## src/design/pva_ram.sv

```systemverilog
`default_nettype none
module pva_ram #(
    parameter int WIDTH = 8,
    parameter int DEPTH = 16,
    parameter int AW    = (DEPTH > 1) ? $clog2(DEPTH) : 1
) (
    input  wire logic             i_clk,
    input  wire logic             i_we,
    input  wire logic [AW-1:0]    i_waddr,
    input  wire logic [WIDTH-1:0] i_wdata,
    input  wire logic [AW-1:0]    i_raddr,
    output logic      [WIDTH-1:0] o_rdata
);

    logic [WIDTH-1:0] r_mem [DEPTH];

    always_ff @(posedge i_clk) begin
        if (i_we) begin
            r_mem[i_waddr] <= i_wdata;
        end
        o_rdata <= r_mem[i_raddr];
    end

endmodule
`default_nettype wire

```

## config.mk

```make
export PLATFORM = sky130hd
export DESIGN_NAME = pva_ram
export DESIGN_NICKNAME = d
export VERILOG_FILES = /design/src/design/pva_ram.sv
export SDC_FILE = /design/constraint.sdc
export NUM_CORES = 1
export LEC_CHECK = 0
export ABC_AREA = 1
export ABC_CLOCK_PERIOD_IN_PS = 1200
export BUFFER_PORTS_ARGS = -buffer_cell sky130_fd_sc_hd__buf_4
export CAP_MARGIN = 5
export CORE_MARGIN = 2
export CORE_UTILIZATION = 50
export CTS_CLUSTER_SIZE = 24
export DETAILED_ROUTE_END_ITERATION = 8
export GPL_ROUTABILITY_DRIVEN = 0
export HOLD_SLACK_MARGIN = 0.06
export PLACE_DENSITY = 0.68
export SLEW_MARGIN = 10
export SYNTH_ARGS = -nofsm -noshare
export SYNTH_HDL_FRONTEND = slang
export SYNTH_SLANG_ARGS = --single-unit
export TNS_END_PERCENT = 50
```

## constraint.sdc

```tcl
create_clock -name i_clk -period 1.2 [get_ports i_clk]
set_input_delay 0.06 -clock i_clk [delete_from_list [all_inputs] [get_ports i_clk]]
set_output_delay 0.06 -clock i_clk [all_outputs]
set_load 0.005 [all_outputs]
```

### Word level (Yosys, flattened, before mapping)

Memory sizes are Yosys's and may differ from the RTL's. A register that Yosys moved wholly into a read port is not among the register bits.
Cells that the tools add are included.

* mux-type cells: 2

Operators by type and width (count)
* $mux 1: 2

* register bits after elaboration: 0
* memory bits (writable): 128
* bits of input ports: 18
* output and inout bits: 8
* word-level logic and storage cells: 3
* memories: 1

Memory list
* r_mem: depth 16, bits a word 8, read ports 1, clocked after Yosys merged registers in 1, write ports 1, line 15 `logic [WIDTH-1:0] r_mem [DEPTH];`

### Logic depth before layout (Yosys ltp)

* depth after elaboration: 2
* gate-level depth with buffers: 8
* depth with buffers taken out: 7

### Worst setup path before layout

OpenSTA, ideal clock, no wires.

* kind: input -> register
* start point: in i_waddr[2]
* end point: mem r_mem[10][0], enable pin
* setup time: 370 ps
* arrival: 641 ps
* data required time: 830 ps
* slack: 189 ps
* cell stages on the path: 2
* path buffers: 0
* cell sequence: nand3b_1 -> nor2_1

RTL lines
* start, declared: line 9 `input wire logic [AW-1:0] i_waddr,`
* end, declared: line 15

Straight into the memory's write port.

==> metrics.md <==
| Metric | Value |
|---|---|
| Status | finished clean |
| CTS sink cnt | 136 |
| Post-synthesis compound-gate area fraction | 0% |
| Grt total ovfl | 0 |
| Initial antenna violation count | 0 |
| Top cell by count, worst path | nand3_1 |
| Synthesized flop and latch total | 136 |
| Share of synthesized registers carrying an async set or reset | 0% |
| RSZ-0062 raised after global routing | no |
| Register area share after synthesis | 69.43% |
| DRC viols | 0 |
| Final setup violation count | 0 |
| Setup TNS | 0 ns |
| Worst Hold Launch | i_raddr[2] |
| Area contributors post-synth | edfxtp_1, nand2_1, nand3_1 |
| Max layer used | met4 |
| EDFF count, synth | 128 |
| Clock-pin slew on the worst setup and hold paths | 0.06 ns |
| Synth cell count leaders | nand2_1, edfxtp_1, inv_1 |
| Post-synthesis cell count | 551 |
| Mux share of post-synthesis cell area | 0% |
| Total number of vias | 3,948 |
| P&R area growth vs syn | 20.22% |
| Row cnt | 39 |
| Antenna viol nets, final | 0 |
| Synth warnings | 0 |
| Worst clock skew | 0.005634 ns |
| Met2 wire length | 6466 um |
| Number of buffers added on ports | 25 |
| Fmax | 969.9 MHz |
| Placed cell count | 719 |
| Nets | 622 |
| Top cell type's share of synthesized area | 66.65% |
| Met1 Wirelength | 5090 um |
| Critical path type | reg -> reg |
| Crit Path Max Fanout | 1 |
| Number of buffers created by CTS | 17 |
| Post-route cell area | 6933 um^2 |
| Synth unique cells | 12 |
| Core area | 11,320 um^2 |
| RR Startpoint | r_mem[1][7]$_DFFE_PP_ |
| Crit path from | r_mem[1][7]$_DFFE_PP_ |
| Die area | 12,410 um^2 |
| Worst hold path class | in -> reg |
| Largest family of logic cells by synthesized area | simple AND/OR/NAND/NOR gates |
| Routed len/inst | 16.86 um |
| Placed instance area | 6222 um^2 |
| Measured slew at the worst slew-check pin | 0.3059 ns |
| Net count after synthesis | 569 |
| Period minus WS final | 1.031 ns |
| Worst slew margin | 79.58% |
| Post-route insts no fill | 760 |
| Crit share post-route | 85.92% |
| Clk_lat worst skew | 0.41 ns |
| Slew Viols, Final | 0 |
| Via density | 5.195 |
| Die height | 111.4 um |
| I/O pin total | 26 |
| Critical path startpoint category | flop |
| Clock Tree Buf Depth | 2 |
| Worst EP arrival | 1.34 ns |
| Ys flop type | edfxtp_1 |
| LEAKAGE | 3.018 nW |
| Die X | 111.4 um |
| Number of global-route vias before repair | 3,727 |
| Worst EP required | 1.51 ns |
| Worst path bufs/invs | 1 |
| Mean Syn Cell Area | 10.47 um^2 |
| Post-Synth Simple-Gate Area | 21.05% |
| Slowest CP cell | edfxtp_1 |
| Pwr dens | 1654 nW/um^2 |
| Final Hold Vio Count | 0 |
| Antenna diodes | 0 |
| CTS H-tree lvls | 4 |
| Clock Root Buffer | clkbuf_16 |
| Cell area after synthesis | 5767 um^2 |
| Worst setup EP type | flop |
| XOR/XNOR share of the synthesized area | 0% |
| Global-route wire length before repair | 20,180 um |
| Crit path cell chain | inv_1, nand2_1, nand3_1, nand3_1, nand3_1, nand2_1 |
| Worst path max stage delay | 0.37 ns |
| CTS tree | built |
| Ratio of cells with drive above 1 in the final layout | 13.29% |
| Cell accounting for the most synthesized area | edfxtp_1 |
| Pin count of the biggest net entering global routing | 65 |
| Fillers | 938 |
| Final setup margin | 0.1690 ns |
| Total Wirelength | 12,810 um |
| DP Wirelength | 7621 um |
| Delay-heaviest family, CP | simple AND/OR/NAND/NOR gates |
| Drt initial violations | 326 |
| Top-count cell post-synth | nand2_1 |
| DP Worst Slack | 0.1001 ns |
| Routed wl met3 | 1103 um |
| Max IR drop VDD | 0.8784 mV |
| Post-Synth Adder-Cell Area | 0% |
| Total Routing Usage GR | 21.75% |
| Starting density of the core | 50.94% |
| Pre-antenna DRT Iters | 5 |
| Max-cap violations | 0 |
==> stage by stage <==
step           total power [mW]  hold WS, ns  utilization, %
6_report                  11.47      0.09962           61.24
2_1_floorplan             5.812       0.1589               -
3_5_place_dp              6.145       0.3979           54.96
5_1_grt                   11.81      0.09467           61.24
4_1_cts                   11.51      0.08878           61.24
3_3_place_gp              6.129       0.3864           54.96
==> where the power goes <==
part / total [mW] / internal (mW) / switching (mW)
combinational: 0.730 / 0.267 / 0.463
sequential: 5.34 / 5.31 / 0.0301
clock: 5.40 / 3.51 / 1.89
total: 11.5 / 9.09 / 2.38
==> worst reg2reg max path: cells and delay by family (launching register included) <==
family / cells / cell delay, ns
DFF: 1 / 0.37
and+or+nand+nor: 5 / 0.48
buffers and inverters: 1 / 0.07
==> logic make-up after synthesis <==
logic type | Yosys count
buf+inv | 126
flops | 136
simple gates | 289
==> sequential cells by signal, summed over array words and instances, names as in the netlist <==
signal and count:
o_rdata 8, r_mem 128
==> layout by cell type, fill, tap and decap left out, types with 5 or more instances in the layout <==
cell type      count
nand2_1          173
edfxtp_1         128
inv_1            100
nand3_1           97
buf_4             43
nor2_1            17
clkbuf_16         17
dlygate4sd3_1      9
dfxtp_1            8
buf_12             6
clkinvlp_4         5
==> cell type report <==
type / instances / area, um^2 / share of cell area [%]
inverter: 102 / 382.9 / 5.522
timing repair buffer: 58 / 533.0 / 7.688
clock buffer: 19 / 442.9 / 6.389
clock inverter: 13 / 177.7 / 2.563
tap: 143 / 178.9 / 2.581
multi-input combinational: 289 / 1214 / 17.51
sequential: 136 / 4004 / 57.75
==> repair_timing <==
action | in CTS | in global routing
endpoints found under the hold margin | 136 | 0
hold buffers | 9 | 0
resized for setup | 0 | 0
buffers inserted | 0 | 0
==> path summary, 6_finish.rpt <==
| path | to | slack, ns | cells past startpoint |
|---|---|---|---|
| max | o_rdata[7]$_DFF_P_ | 0.17 | 6 |
| max reg2reg | o_rdata[7]$_DFF_P_ | 0.17 | 6 |
| min reg2reg | o_rdata[7]$_DFF_P_ | 0.69 | 6 |
| min | o_rdata[4]$_DFF_P_ | 0.1 | 4 |
==> per-layer routing <==
metal | GRT usage, % | vias to the layer above
li1 | - | 1877
met1 | 28.66 | 1882
met5 | 0 | -
met3 | 5.280 | 14
met4 | 8.395 | 0
met2 | 35.33 | 175
Power figures use the tool's default switching activity.
