### src/design/pva_pkg.sv
`default_nettype none
package pva_pkg;

    localparam int INSTRUMENTS_DEF = 8;
    localparam int VOICES_DEF      = 8;

    localparam int PITCH_W = 24;
    localparam int BEATS_W = 24;
    localparam int TPB_W   = 24;
    localparam int TICK_W  = 32;
    localparam int INST_W  = 3;
    localparam int VOUT_W  = 3;

    localparam logic [TPB_W-1:0] TPB_RESET = 24'd12288000;

    // One voice slot as held in the slot memory.
    typedef struct packed {
        logic [PITCH_W-1:0] pitch;
        logic [TICK_W-1:0]  length;
        logic [TICK_W-1:0]  start;
    } t_slot;

    localparam int SLOT_W = $bits(t_slot);

    // Per-cycle control for the slot scanner.
    typedef struct packed {
        logic vld;    // read data of a slot is on the memory output
        logic first;  // that slot is voice 0 of the instrument
    } t_scan_ctl;

endpackage
`default_nettype wire

### src/design/pva_len.sv
`default_nettype none
module pva_len
    import pva_pkg::*;
(
    input  wire logic              i_clk,
    input  wire logic [TPB_W-1:0]  i_tpb,
    input  wire logic [BEATS_W-1:0] i_start_beats,
    input  wire logic [BEATS_W-1:0] i_length_beats,
    input  wire logic [TICK_W-1:0] i_playhead,
    output logic      [TICK_W-1:0] o_length
);

    localparam int PROD_W = BEATS_W + TPB_W;

    logic [PROD_W-1:0] w_prod_l;
    logic [PROD_W-1:0] w_prod_s;
    logic [TICK_W-1:0] r_len_ticks;
    logic [TICK_W-1:0] r_start_ticks;
    logic [TICK_W:0]   r_sum;
    logic [TICK_W+1:0] w_diff;

    // beats to ticks: (beats * tpb) >> 16
    assign w_prod_l = PROD_W'(i_length_beats) * PROD_W'(i_tpb);
    assign w_prod_s = PROD_W'(i_start_beats) * PROD_W'(i_tpb);

    // inputs are held for the whole item, so the registered products and their sum settle while it is in work
    always_ff @(posedge i_clk) begin
        r_len_ticks   <= w_prod_l[PROD_W-1:16];
        r_start_ticks <= w_prod_s[PROD_W-1:16];
        r_sum         <= (TICK_W+1)'(r_len_ticks) + (TICK_W+1)'(r_start_ticks);
    end

    assign w_diff = (TICK_W+2)'(r_sum) - (TICK_W+2)'(i_playhead);

    always_comb begin
        if (w_diff[TICK_W+1]) begin
            o_length = '0;
        end else if (w_diff[TICK_W]) begin
            o_length = '1;
        end else begin
            o_length = w_diff[TICK_W-1:0];
        end
    end

endmodule
`default_nettype wire

### config.mk
export PLATFORM = sky130hd
export DESIGN_NAME = pva_len
export DESIGN_NICKNAME = d
export VERILOG_FILES = /design/src/design/pva_pkg.sv /design/src/design/pva_len.sv
export SDC_FILE = /design/constraint.sdc
export NUM_CORES = 2
export LEC_CHECK = 0
export ABC_CLOCK_PERIOD_IN_PS = 11000
export BUFFER_PORTS_ARGS = -buffer_cell sky130_fd_sc_hd__buf_2
export CORE_MARGIN = 5
export CORE_UTILIZATION = 60
export DETAILED_ROUTE_END_ITERATION = 8
export MAX_ROUTING_LAYER = met4
export PLACE_DENSITY = 0.77
export SLEW_MARGIN = 10
export SYNTH_ARGS = -nofsm -noshare
export SYNTH_HDL_FRONTEND = slang
export SYNTH_SLANG_ARGS = --single-unit
### constraint.sdc
create_clock -name i_clk -period 11 [get_ports i_clk]
set_input_delay 2.2 -clock i_clk [delete_from_list [all_inputs] [get_ports i_clk]]
set_output_delay 2.2 -clock i_clk [all_outputs]
set_load 0.03 [all_outputs]
### After elaboration in Yosys (flattened, before gate mapping)

Cells that the tools add are included.

* bits in registers: 97
* bits of input ports: 105
* output and inout port bits: 32
* word-level logic and storage cells: 9

* $add $sub $neg: 2
* multipliers: 2
* mux-type cells: 2

Operators with widths (count)
* $mul 24x24->48: 2
* $mux 32: 2
* $sub 33x32->34: 1
* $add 32x32->33: 1

### Longest topological paths before layout

* word-level depth: 3
* gate-level depth with buffers: 26
* depth with buffers taken out: 25

### Least setup slack after synthesis

Ideal clock, no wire load.

* kind: input port to flip-flop
* start point: in i_tpb[3]
* end point: reg r_len_ticks[29]
* library setup time: 122 ps
* arrival: 8827 ps
* required time: 10878 ps
* slack: 2051 ps
* stages: 25
* buffers on the path: 2
* cells stage by stage: clkbuf_1 -> clkbuf_1 -> nand2_1 -> fa_1 -> inv_1 -> fa_1 -> inv_1 -> fa_1 -> fa_1 -> fa_1 -> inv_1 -> fa_1 -> inv_1 -> fa_1 -> inv_1 -> ha_1 -> a21oi_1 -> o21ai_1 -> a221o_1 -> or4_1 -> o21ai_2 -> o21ai_1 -> a221oi_2 -> nor4b_1 -> a311o_1

* cells in the longest elaborated chain, start to end: 1

RTL lines
* start: declaration: RTL line pva_len.sv:6 `input wire logic [TPB_W-1:0] i_tpb,`
* $mul 24x24->48: RTL line pva_len.sv:23 `assign w_prod_l = PROD_W'(i_length_beats) * PROD_W'(i_tpb);`
* via w_prod_l[45]: RTL line pva_len.sv:15 `logic [PROD_W-1:0] w_prod_l;`
* end signal: assignment: RTL line pva_len.sv:28 `r_len_ticks <= w_prod_l[PROD_W-1:16];`
* end: declaration: RTL line pva_len.sv:17 `logic [TICK_W-1:0] r_len_ticks;`

The timed path passes the listed nets, and every way through them passes these cells.

### Worst setup path in the final report

* start point: in i_tpb[10]
* end point: reg r_len_ticks[29]

Same word-level chain as after synthesis.

==> results.md <==
- CP max stage cell: buf_2
- Die ar.: between 70000 and 80000 um^2
- CTS buffer count: 9
- Vias in the first global route: 34200
- Total vias in the final route: 31600
- Mean routed wirelength per cell: 17.9 um
- Setup_tns: 0 ps
- Final-report hold violation count: 0
- Post-CTS sizing: 0
- Fin crit period: approximately 9500 ps
- Met2 Resource Use GR: 0.473
- Drt total wl: 102 mm
- Inst Count DP: approximately 5700
- Initial Util: 0.605
- GRT busiest layer: met2
- Slew Limit Fails: 0
- Met3 Usage GRT: 0.0328
- Setup crit start kind: input port
- Row count: 97
- Post-CTS setup buffer count: 0
- TritonCTS clock tree: built
- Layout cell share with drive strength beyond 1: 0.0397
- Root Driver: clkbuf_16
- Clock sink count: 97
- Clock Path Buffers: 2
- MaxCap Viol Count: 0
- GR Overflow Total: 0
- Syn nets: approximately 6300
- Critical path type: input port to register
- Horiz. Die Dim: approximately 280 um
- Ys flop type: dfxtp_1
- Synth Cell Area: 42300 um^2
- Die H: 275 um
- Post-synth ARST share: 0
- GRT Total Usage: 0.289
- Fmax: 105 MHz
- Post-CTS Hold Fix Bufs: 0
- Post-synth EDFFs: 0
- Clk_lat worst skew: between 300 and 400 ps
- Critical Path End Type: register
- First-pass GRT wire length: 171 mm
- Core area: 69900 um^2
- Distinct cell type count after synthesis: 65
- I/O Buffers: 136
- Vias/cell: 5.54
- H-tree level count: 3
- Most frequent CP cell: fa_1
- Mean Syn Cell Area: 8.77 um^2
- Ports: 137
- Worst-Margin Slew: 1140 ps
- Arr. time, crit path: about 10000 ps
- Status: complete, no violations
- Initial antenna violation count: 3
- Crit path largest cell delay: slightly above 700 ps
- CP max FO: 41
- CP top delay family: adder cells
- Layout Cells excl Fill: ~5700
- Final hold slack: approximately 470 ps
- Fillers: 5895
- Rel. slew slack: 0.242
- Area delta synth->final: 3.50%
- Final #Nets: 6228
- Sequential area share after synthesis: 0.0459
- Largest net degree at the start of global routing: 49
- Post-Syn Instances: between 4000 and 5000
- DR pass1 iterations: 7
- Clk_skew: 15.4 ps
- RD Place Congestion: 0.918
- Warnings from Yosys: 0
- Worst path bufs/invs: 6
- Number of DRC markers in iteration 0: 1874
- Ordered list of cells on the worst path: buf_2, nand2_1, fa_1, fa_1, inv_1, fa_1, inv_1, fa_1, inv_1, fa_1, fa_1, inv_1, fa_1, inv_1, ha_1, and3_1, a221o_1, or4_1, o21ai_2, o21ai_1, a221oi_2, nor4b_1, a311o_1
- Clock-pin slew on the worst setup and hold paths: 80 ps
- Unrepaired setup endpoints after global routing: false
- Met1 usage: 0.360
- Finish-stage setup viols: 0
- Seq cells post-synth: 97
- Worst EP required: about 11000 ps
- DRC errors left: 0
- Type of the tightest min-delay check: register to register
- Post-route ant nets: 0
- Period Utilization, post-route: 0.862
- Dpl hpwl: between 80 and 90 mm
through the flow:
step	utilization	setup slack [ps]	area, um^2
CTS	0.626	1610	43700
detailed placement	0.621	1310	43400
finish	0.626	1520	43800
floorplan	-	2050	42300
global placement	0.621	1460	43400
global route	0.626	1230	43700
worst reg2reg max path, stage by stage (launching register included):
cell and delay (ps):
dfxtp_1 310, ha_1 200, inv_1 70, fa_1 190, nor2b_1 60, o31a_1 270
o31a_1 320, o2111ai_1 380, a21oi_1 190, o31ai_1 260, nand2b_1 130, a221o_1 330
a21o_1 180
worst paths after layout:
kind	start	end	slack, ps	cells past startpoint
worst max-delay path	i_tpb[10]	r_len_ticks[29]	1520	23
worst min-delay path	r_len_ticks[0]	r_sum[0]	470	1
worst max register to register	r_len_ticks[0]	r_sum[32]	8010	12
worst min register to register	r_len_ticks[0]	r_sum[0]	470	1
flip-flops by register name, summed over array words and instances, names as in the netlist:
register	count
r_start_ticks	32
r_len_ticks	32
r_sum	33
cell families (layout without fill, tap and decap cells):
group                      Yosys count  count (layout)  synth area share
AOI/OAI and AO/OA                  423             423            0.0638
adders and majority gates         1368            1368             0.576
and+or+nand+nor                   1415            1415             0.165
other                                0               4                 0
xor gates and xnor gates           117             117            0.0244
muxes                                1               1          0.000237
buffers and inverters             1397            1339             0.124
DFF                                 97              97            0.0459
cell type report:
type                       instances  area [um^2]  share of cell area
sequential                        97         1940              0.0444
clock buffer                       9          225             0.00515
clock inverter                     7         76.3             0.00174
tap                              940         1180              0.0269
antenna                            4         10.0            0.000229
multi-input combinational       3324        35100               0.802
inverter                        1161         4360              0.0996
timing repair buffer             162          883              0.0202
synth_stat cells, drive strengths merged (3+ instances only):
master	count	area [um^2]
a21oi	154	771
nor3	22	110
a21o	57	428
xnor2	73	647
a21boi	4	30.0
or3	5	31.3
a221o	3	30.0
a211oi	12	100
o31ai	4	30.0
nor4	3	18.8
buf	3	22.5
nand2	670	2510
nand3	30	150
ha	404	5050
nand2b	10	62.6
a211o	6	52.6
a31oi	16	106
and2	551	3450
clkbuf	233	875
inv	1161	4360
nand4	21	131
o21ai	71	363
fa	964	19300
a221oi	4	41.3
o311ai	4	35.0
nor2	62	233
o211ai	11	82.6
xor2	44	385
a41oi	4	35.0
and3	14	87.6
o2111ai	4	35.0
nand3b	3	22.5
o21a	26	195
o21bai	22	165
nor2b	12	75.1
nand4b	4	35.0
o31a	6	52.6
dfxtp	97	1940
per-layer routing:
metal / up-vias / part of all wire
li1: 14100 / -
met1: 16000 / 0.39
met2: 1168 / 0.49
met3: 315 / 0.061
met4: 0 / 0.063
met5: - / 0
cell usage in the layout, fill, tap and decap left out, drive strengths merged, types with 6 or more instances in the layout:
cell / instances
a211o: 6
a211oi: 12
a21o: 57
a21oi: 154
a31oi: 16
and2: 551
and3: 14
buf: 162
clkbuf: 9
dfxtp: 97
fa: 964
ha: 404
inv: 1167
nand2: 670
nand2b: 10
nand3: 30
nand4: 21
nor2: 62
nor2b: 12
nor3: 22
o211ai: 11
o21a: 26
o21ai: 71
o21bai: 22
o31a: 6
xnor2: 73
xor2: 44
Power is left out: the tool's default activity adds up to more than one toggle a clock period on the data nets, which glitch-free logic cannot reach.
