[src/design/pva_pkg.sv]
`default_nettype none
package pva_pkg;

    localparam int INSTRUMENTS_DEF = 8;
    localparam int VOICES_DEF      = 8;

    localparam int PITCH_W = 24;
    localparam int BEATS_W = 24;
    localparam int TPB_W   = 24;
    localparam int TICK_W  = 32;
    localparam int INST_W  = 3;
    localparam int VOUT_W  = 3;

    localparam logic [TPB_W-1:0] TPB_RESET = 24'd12288000;

    // One voice slot as held in the slot memory.
    typedef struct packed {
        logic [PITCH_W-1:0] pitch;
        logic [TICK_W-1:0]  length;
        logic [TICK_W-1:0]  start;
    } t_slot;

    localparam int SLOT_W = $bits(t_slot);

    // Per-cycle control for the slot scanner.
    typedef struct packed {
        logic vld;    // read data of a slot is on the memory output
        logic first;  // that slot is voice 0 of the instrument
    } t_scan_ctl;

endpackage
`default_nettype wire

[src/design/pva_scan.sv]
`default_nettype none
module pva_scan
    import pva_pkg::*;
#(
    parameter int VOICES = VOICES_DEF,
    parameter int VIDX_W = (VOICES > 1) ? $clog2(VOICES) : 1
) (
    input  wire logic               i_clk,
    input  wire t_scan_ctl          i_ctl,
    input  wire logic [VIDX_W-1:0]  i_idx,
    input  wire t_slot              i_slot,
    input  wire logic [PITCH_W-1:0] i_pitch,
    output logic      [VIDX_W-1:0]  o_best,
    output logic                    o_same
);

    logic [TICK_W:0] r_best_fin;
    logic [TICK_W:0] w_fin;
    logic            w_match;

    assign w_fin   = (TICK_W+1)'(i_slot.start) + (TICK_W+1)'(i_slot.length);
    assign w_match = (i_slot.pitch == i_pitch);

    // First pitch match wins and freezes; else earliest finish, lowest index on ties.
    always_ff @(posedge i_clk) begin
        if (i_ctl.vld) begin
            if (i_ctl.first) begin
                o_best     <= i_idx;
                o_same     <= w_match;
                r_best_fin <= w_fin;
            end else if (!o_same) begin
                if (w_match) begin
                    o_best <= i_idx;
                    o_same <= 1'b1;
                end else if (w_fin < r_best_fin) begin
                    o_best     <= i_idx;
                    r_best_fin <= w_fin;
                end
            end
        end
    end

endmodule
`default_nettype wire

[config.mk]
export PLATFORM = sky130hd
export DESIGN_NAME = pva_scan
export DESIGN_NICKNAME = d
export VERILOG_FILES = /design/src/design/pva_pkg.sv /design/src/design/pva_scan.sv
export SDC_FILE = /design/constraint.sdc
export NUM_CORES = 1
export LEC_CHECK = 0
export ABC_AREA = 1
export BUFFER_PORTS_ARGS = -buffer_cell sky130_fd_sc_hd__buf_4
export CORE_UTILIZATION = 49
export DETAILED_ROUTE_END_ITERATION = 7
export GPL_TIMING_DRIVEN = 0
export MAX_ROUTING_LAYER = met4
export PLACE_DENSITY = 0.79
export SKIP_LAST_GASP = 1
export SYNTH_ARGS = -nofsm -noshare
export SYNTH_HDL_FRONTEND = slang
export SYNTH_SLANG_ARGS = --single-unit
[constraint.sdc]
create_clock -name i_clk -period 4.45 [get_ports i_clk]
set_input_delay 0.445 -clock i_clk [delete_from_list [all_inputs] [get_ports i_clk]]
set_output_delay 0.445 -clock i_clk [all_outputs]
set_load 0.01 [all_outputs]
# Word-level counts from Yosys, hierarchy flattened
# Index checks and enable logic that the tools add are counted.
# word_totals
wordCells	23
ff_bits	37
# op_classes
mux	11
eq_ne	3
reduce_logical	4
order_cmp	1
addsub	1
# op_table
operator	count
$mux 33	4
$add 32x32->33	1
$lt 33x33->1	1
$eq 24x24->1	1
$mux 3	4
$ne 2x2->1 const B	2
$reduce_and 4->1	1
$mux 1	3
$reduce_and 3->1	1
$reduce_bool 3->1	1
$reduce_bool 2->1	1

# Longest topological paths before layout
# depth
depth_word	6
mapped_depth	20
ltp_nobuf	20

# Worst setup path after synthesis
# Ideal clock, no wire load.
# synth_timing
kind	input-to-reg
start	input port i_slot[0] (netlist name)
end	register r_best_fin[0], enable pin
setup_slack_ps	-263
n_path_buf	0
required_time_ps	4016
cell_stages	18
arrival_time_ps	4279
path_cell_list	ha_1 -> inv_1 -> fa_1 -> o21ai_2 -> nand2_1 -> nand2_2 -> nand3_1 -> nand2_2 -> nand3_2 -> nand3_1 -> nand2_1 -> ha_1 -> a21oi_1 -> o21a_1 -> nand2_1 -> a21oi_1 -> nand3_1 -> a21oi_1
# synth_between
elab_chain_len	4
# synth_rtl
item	line_no	rtl
start, declared	pva_scan.sv:11	input wire t_slot i_slot,
$add 32x32->33	pva_scan.sv:21	assign w_fin = (TICK_W+1)'(i_slot.start) + (TICK_W+1)'(i_slot.length);
via w_fin[22]	pva_scan.sv:18	logic [TICK_W:0] w_fin;
$lt 33x33->1	pva_scan.sv:35	end else if (w_fin < r_best_fin) begin
$reduce_bool 2->1 (no source line)	--	
$reduce_and 4->1 (no source line)	--	
end signal, assigned	pva_scan.sv:30	r_best_fin <= w_fin;
end signal, assigned	pva_scan.sv:37	r_best_fin <= w_fin;
end, declared	pva_scan.sv:17	logic [TICK_W:0] r_best_fin;
# The timed path passes the listed nets, and every way through them passes these cells.
# A chain may end at the register's enable or synchronous reset.

# Final worst setup path
# layout_timing
start	input port i_slot[0] (netlist name)
end	register r_best_fin[18], enable pin
# Same word-level chain as after synthesis.

==> summary.txt <==
====================================================================================================
Wire length of the first global-routing pass                                            17000 microns
Total inserted antenna cells                                                                       0
Aggregate global routing overflow                                                                  0
Die Span Y                                                                              95.8 microns
Number of max-slew violations in the final report                                                  0
Pre-antenna DRT Iters                                                                              5
Shortest clock period the worst path allows after layout                                     3750 ps
Maximum level of the CTS H-tree                                                                    2
Distinct cells, synth                                                                             29
Wire per inst                                                                           13.3 microns
Antenna violations before repair                                                                   0
Clock latency of the later-clocked register in the worst-skew pair                            290 ps
Number of port buffers                                                                           121
Synthesis-stage register bit count                                                                37
Maximum number of pins on one net before global-route repair                                      27
Series of cell instances along the critical path                                        buf_4 > ha_1 > inv_1 > fa_1 > o21ai_2 > nand2_1 > nand2_2 > nand3_1 > nand2_2 > nand3_2 > nand3_1 > nand2_1 > ha_1 > a21oi_1 > o21a_1 > nand2_1 > a21oi_1 > nand3_1 > a21oi_4 > buf_12
Worst hold path type                                                                    input port to flop
Number of design-rule violations left by the first detailed-router iteration                     193
Global-route met2 utilization                                                                  43.5%
Io pins                                                                                          122
Effective utilization at floorplan                                                             51.4%
Number of buffers inserted during clock tree synthesis                                             5
Layout Cells excl Fill                                                                           827
Worst slew pin tran                                                                           380 ps
Post-CTS setup-driven buffer insertion count                                                       0
Share of synthesized area occupied by flip-flops and latches                                   25.8%
Syn Inst Count                                                                                   592
GRT met3 Usage                                                                                 2.29%
Ratio of cells with drive above 1 in the final layout                                          21.1%
Filler cell count in the final layout                                                            734
Clock root buffer                                                                           clkbuf_8
Peak supply drop                                                                            0.127 mV
Count of unresolved DRC violations after routing                                                   0
Outcome                                                                                 finished clean
Total of cells resized after clock tree synthesis                                                  0
Critical path start-end classification                                                  input port to flop
Placement Rows                                                                                    33
Vias in the first global route                                                                  3954
Setup-failing EPs final                                                                            0
Max-cap violations                                                                                 0
Per-instance average area after synthesis                                                 7.28 sq um
Detailed placement HPWL                                                                 9590 microns
Met1 demand-to-capacity share in global routing                                                31.5%
Routed vias/inst                                                                                5.26
Antenna violation net count after detailed routing                                                 0
Count of nets after finishing                                                                    904
Post-route fraction of the period consumed by the critical path                                84.3%
Aggregate routed wire length                                                            11000 microns
Data arrival at the endpoint of the critical path                                            3750 ps
Total instance count after detailed placement                                                    819
Hold buffers post-CTS                                                                              0
Warnings, synthesis                                                                                0
GRT Util Overall                                                                               25.0%
Die outline width                                                                       95.8 microns
Clock Sinks                                                                                       37
Fin Hold WS                                                                                   329 ps
Leakage power figure                                                                      0.00280 uW
CTS tree                                                                                        done
Floorplan core area                                                                       8380 sq um
Layer with the highest usage after global routing                                               met2
Maximum root-to-sink buffer count                                                                  2
Setup repair after global routing missed its margin                                               no
Count of final hold-check violations                                                               0
Slowest library cell on the worst path                                                          fa_1
Maximum fanout encountered on the critical timing path                                            26
Power density relative to cell area                                                      251 nW/um^2
Maximum achievable frequency                                                                 266 MHz
Final GP Congestion                                                                            0.923
Stage delay of the slowest cell on the critical path                                          490 ps
Clock-pin slew reported for the worst setup and hold paths after clock tree synthesis          80 ps
Slew margin rel.                                                                               74.4%
Die area                                                                                  9170 sq um
Worst Clk Skew                                                                               8.66 ps
Buffering stage count on the worst path with inverters included                                    3
Startpoint type of the worst setup path                                                   input port
Via total after detailed routing                                                                4346
Post-Synthesis Net Count                                                                         775
Critical path capture point type                                                                flop
Req. time, crit path                                                                         4440 ps
Crit-path leading delay family                                                          compound AO/OA/AOI/OAI gates
Total standard cell area after synthesis                                                  4310 sq um
Area growth from synthesis to layout                                                           26.8%
====================================================================================================
[final cells by class]
type	count	area, sq um	area share [%]
well taps	105	131	2.41
multi-input cells	468	2880	52.8
clock buffers	6	72.6	1.33
inverters	87	327	5.98
clock inverters	2	10.0	0.183
repair buffers	122	928	17.0
flip-flops and latches	37	1110	20.3
[worst reg2reg max path: cells and delay by family, from the launching register on]
kind,cells,cell delay [ps]
AO/OA/AOI/OAI,1,320
flip-flops,1,370
adder cells (fa/ha/maj),1,240
buffers and inverters,2,310
AND/OR/NAND/NOR,10,770
[stage by stage]
stage	total power (uW)	cell area, sq um	util [%]	setup TNS, ps	setup WS (ps)
5_1_grt	1480	5460	65.2	0	524
6_report	1370	5460	65.2	0	698
4_1_cts	1380	5460	65.2	0	701
2_1_floorplan	910	4310	-	0	388
3_3_place_gp	1110	5350	63.8	-15240	-465
3_5_place_dp	1140	5380	64.2	0	386
[routing by layer]
metal	share of wire [%]	vias up	wire length (microns)
met5	0	-	0
met4	1.0	0	112
met3	6.2	12	682
met2	48	138	5290
met1	45	1967	4930
li1	-	2229	-
[cell families (layout without fill, tap and decap cells)]
group	after synthesis	after routing	synth area share, %
AND/OR/NAND/NOR	253	253	24.7
buffers and inverters	87	217	7.58
XOR/XNOR	41	41	8.34
flip-flops	37	37	25.8
AO/OA/AOI/OAI	109	109	14.6
adder cells (fa/ha/maj)	65	65	19.1
[power by group]
part	internal, uW	total (uW)	switching (uW)	leakage, uW
combinational	285	676	392	0.00240
sequential	450	461	10.8	0.000353
clock	109	235	126	0.0000450
total	844	1370	529	0.00280
[placed cells by master (no fill, tap or decap), types with 2 or more instances in the layout]
master	instances
nand2_1	143
buf_4	121
inv_1	86
ha_1	64
nor2_1	60
a21oi_1	56
edfxtp_1	37
xor2_1	32
o21ai_0	25
nand3_1	22
xnor2_1	9
o21a_1	8
nand4_1	8
nand2_2	6
nor3_1	6
o21ai_2	5
a21o_1	5
clkbuf_8	5
a21oi_2	4
nand3_2	3
nor2_4	2
clkinv_2	2
[sequential cells by signal, indices dropped and copies added (netlist names)]
name,flops
o_best,3
o_same,1
r_best_fin,33
[Yosys cell counts, drive strengths merged]
cell type | number | area (sq um)
a211oi | 1 | 7.51
a21boi | 1 | 7.51
a21o | 5 | 37.5
a21oi | 61 | 320
edfxtp | 37 | 1110
fa | 1 | 20.0
ha | 64 | 801
inv | 87 | 327
nand2 | 149 | 574
nand3 | 25 | 140
nand3b | 1 | 7.51
nand4 | 8 | 50.1
nor2 | 62 | 248
nor3 | 6 | 30.0
nor3b | 1 | 7.51
nor4 | 1 | 6.26
o211ai | 1 | 12.5
o21a | 8 | 60.1
o21ai | 31 | 174
o21bai | 1 | 7.51
xnor2 | 9 | 78.8
xor2 | 32 | 280
[worst paths after layout]
kind | from | to | slack [ps] | depth (start not counted)
worst min register to register | o_same | o_same | 580 | 2
worst max register to register | r_best_fin[2] | r_best_fin[18] | 2150 | 14
worst max-delay path | i_slot[0] | r_best_fin[18] | 700 | 20
worst min-delay path | i_idx[1] | o_best[1] | 330 | 1
No activity file was read; power rests on OpenSTA's default activity.
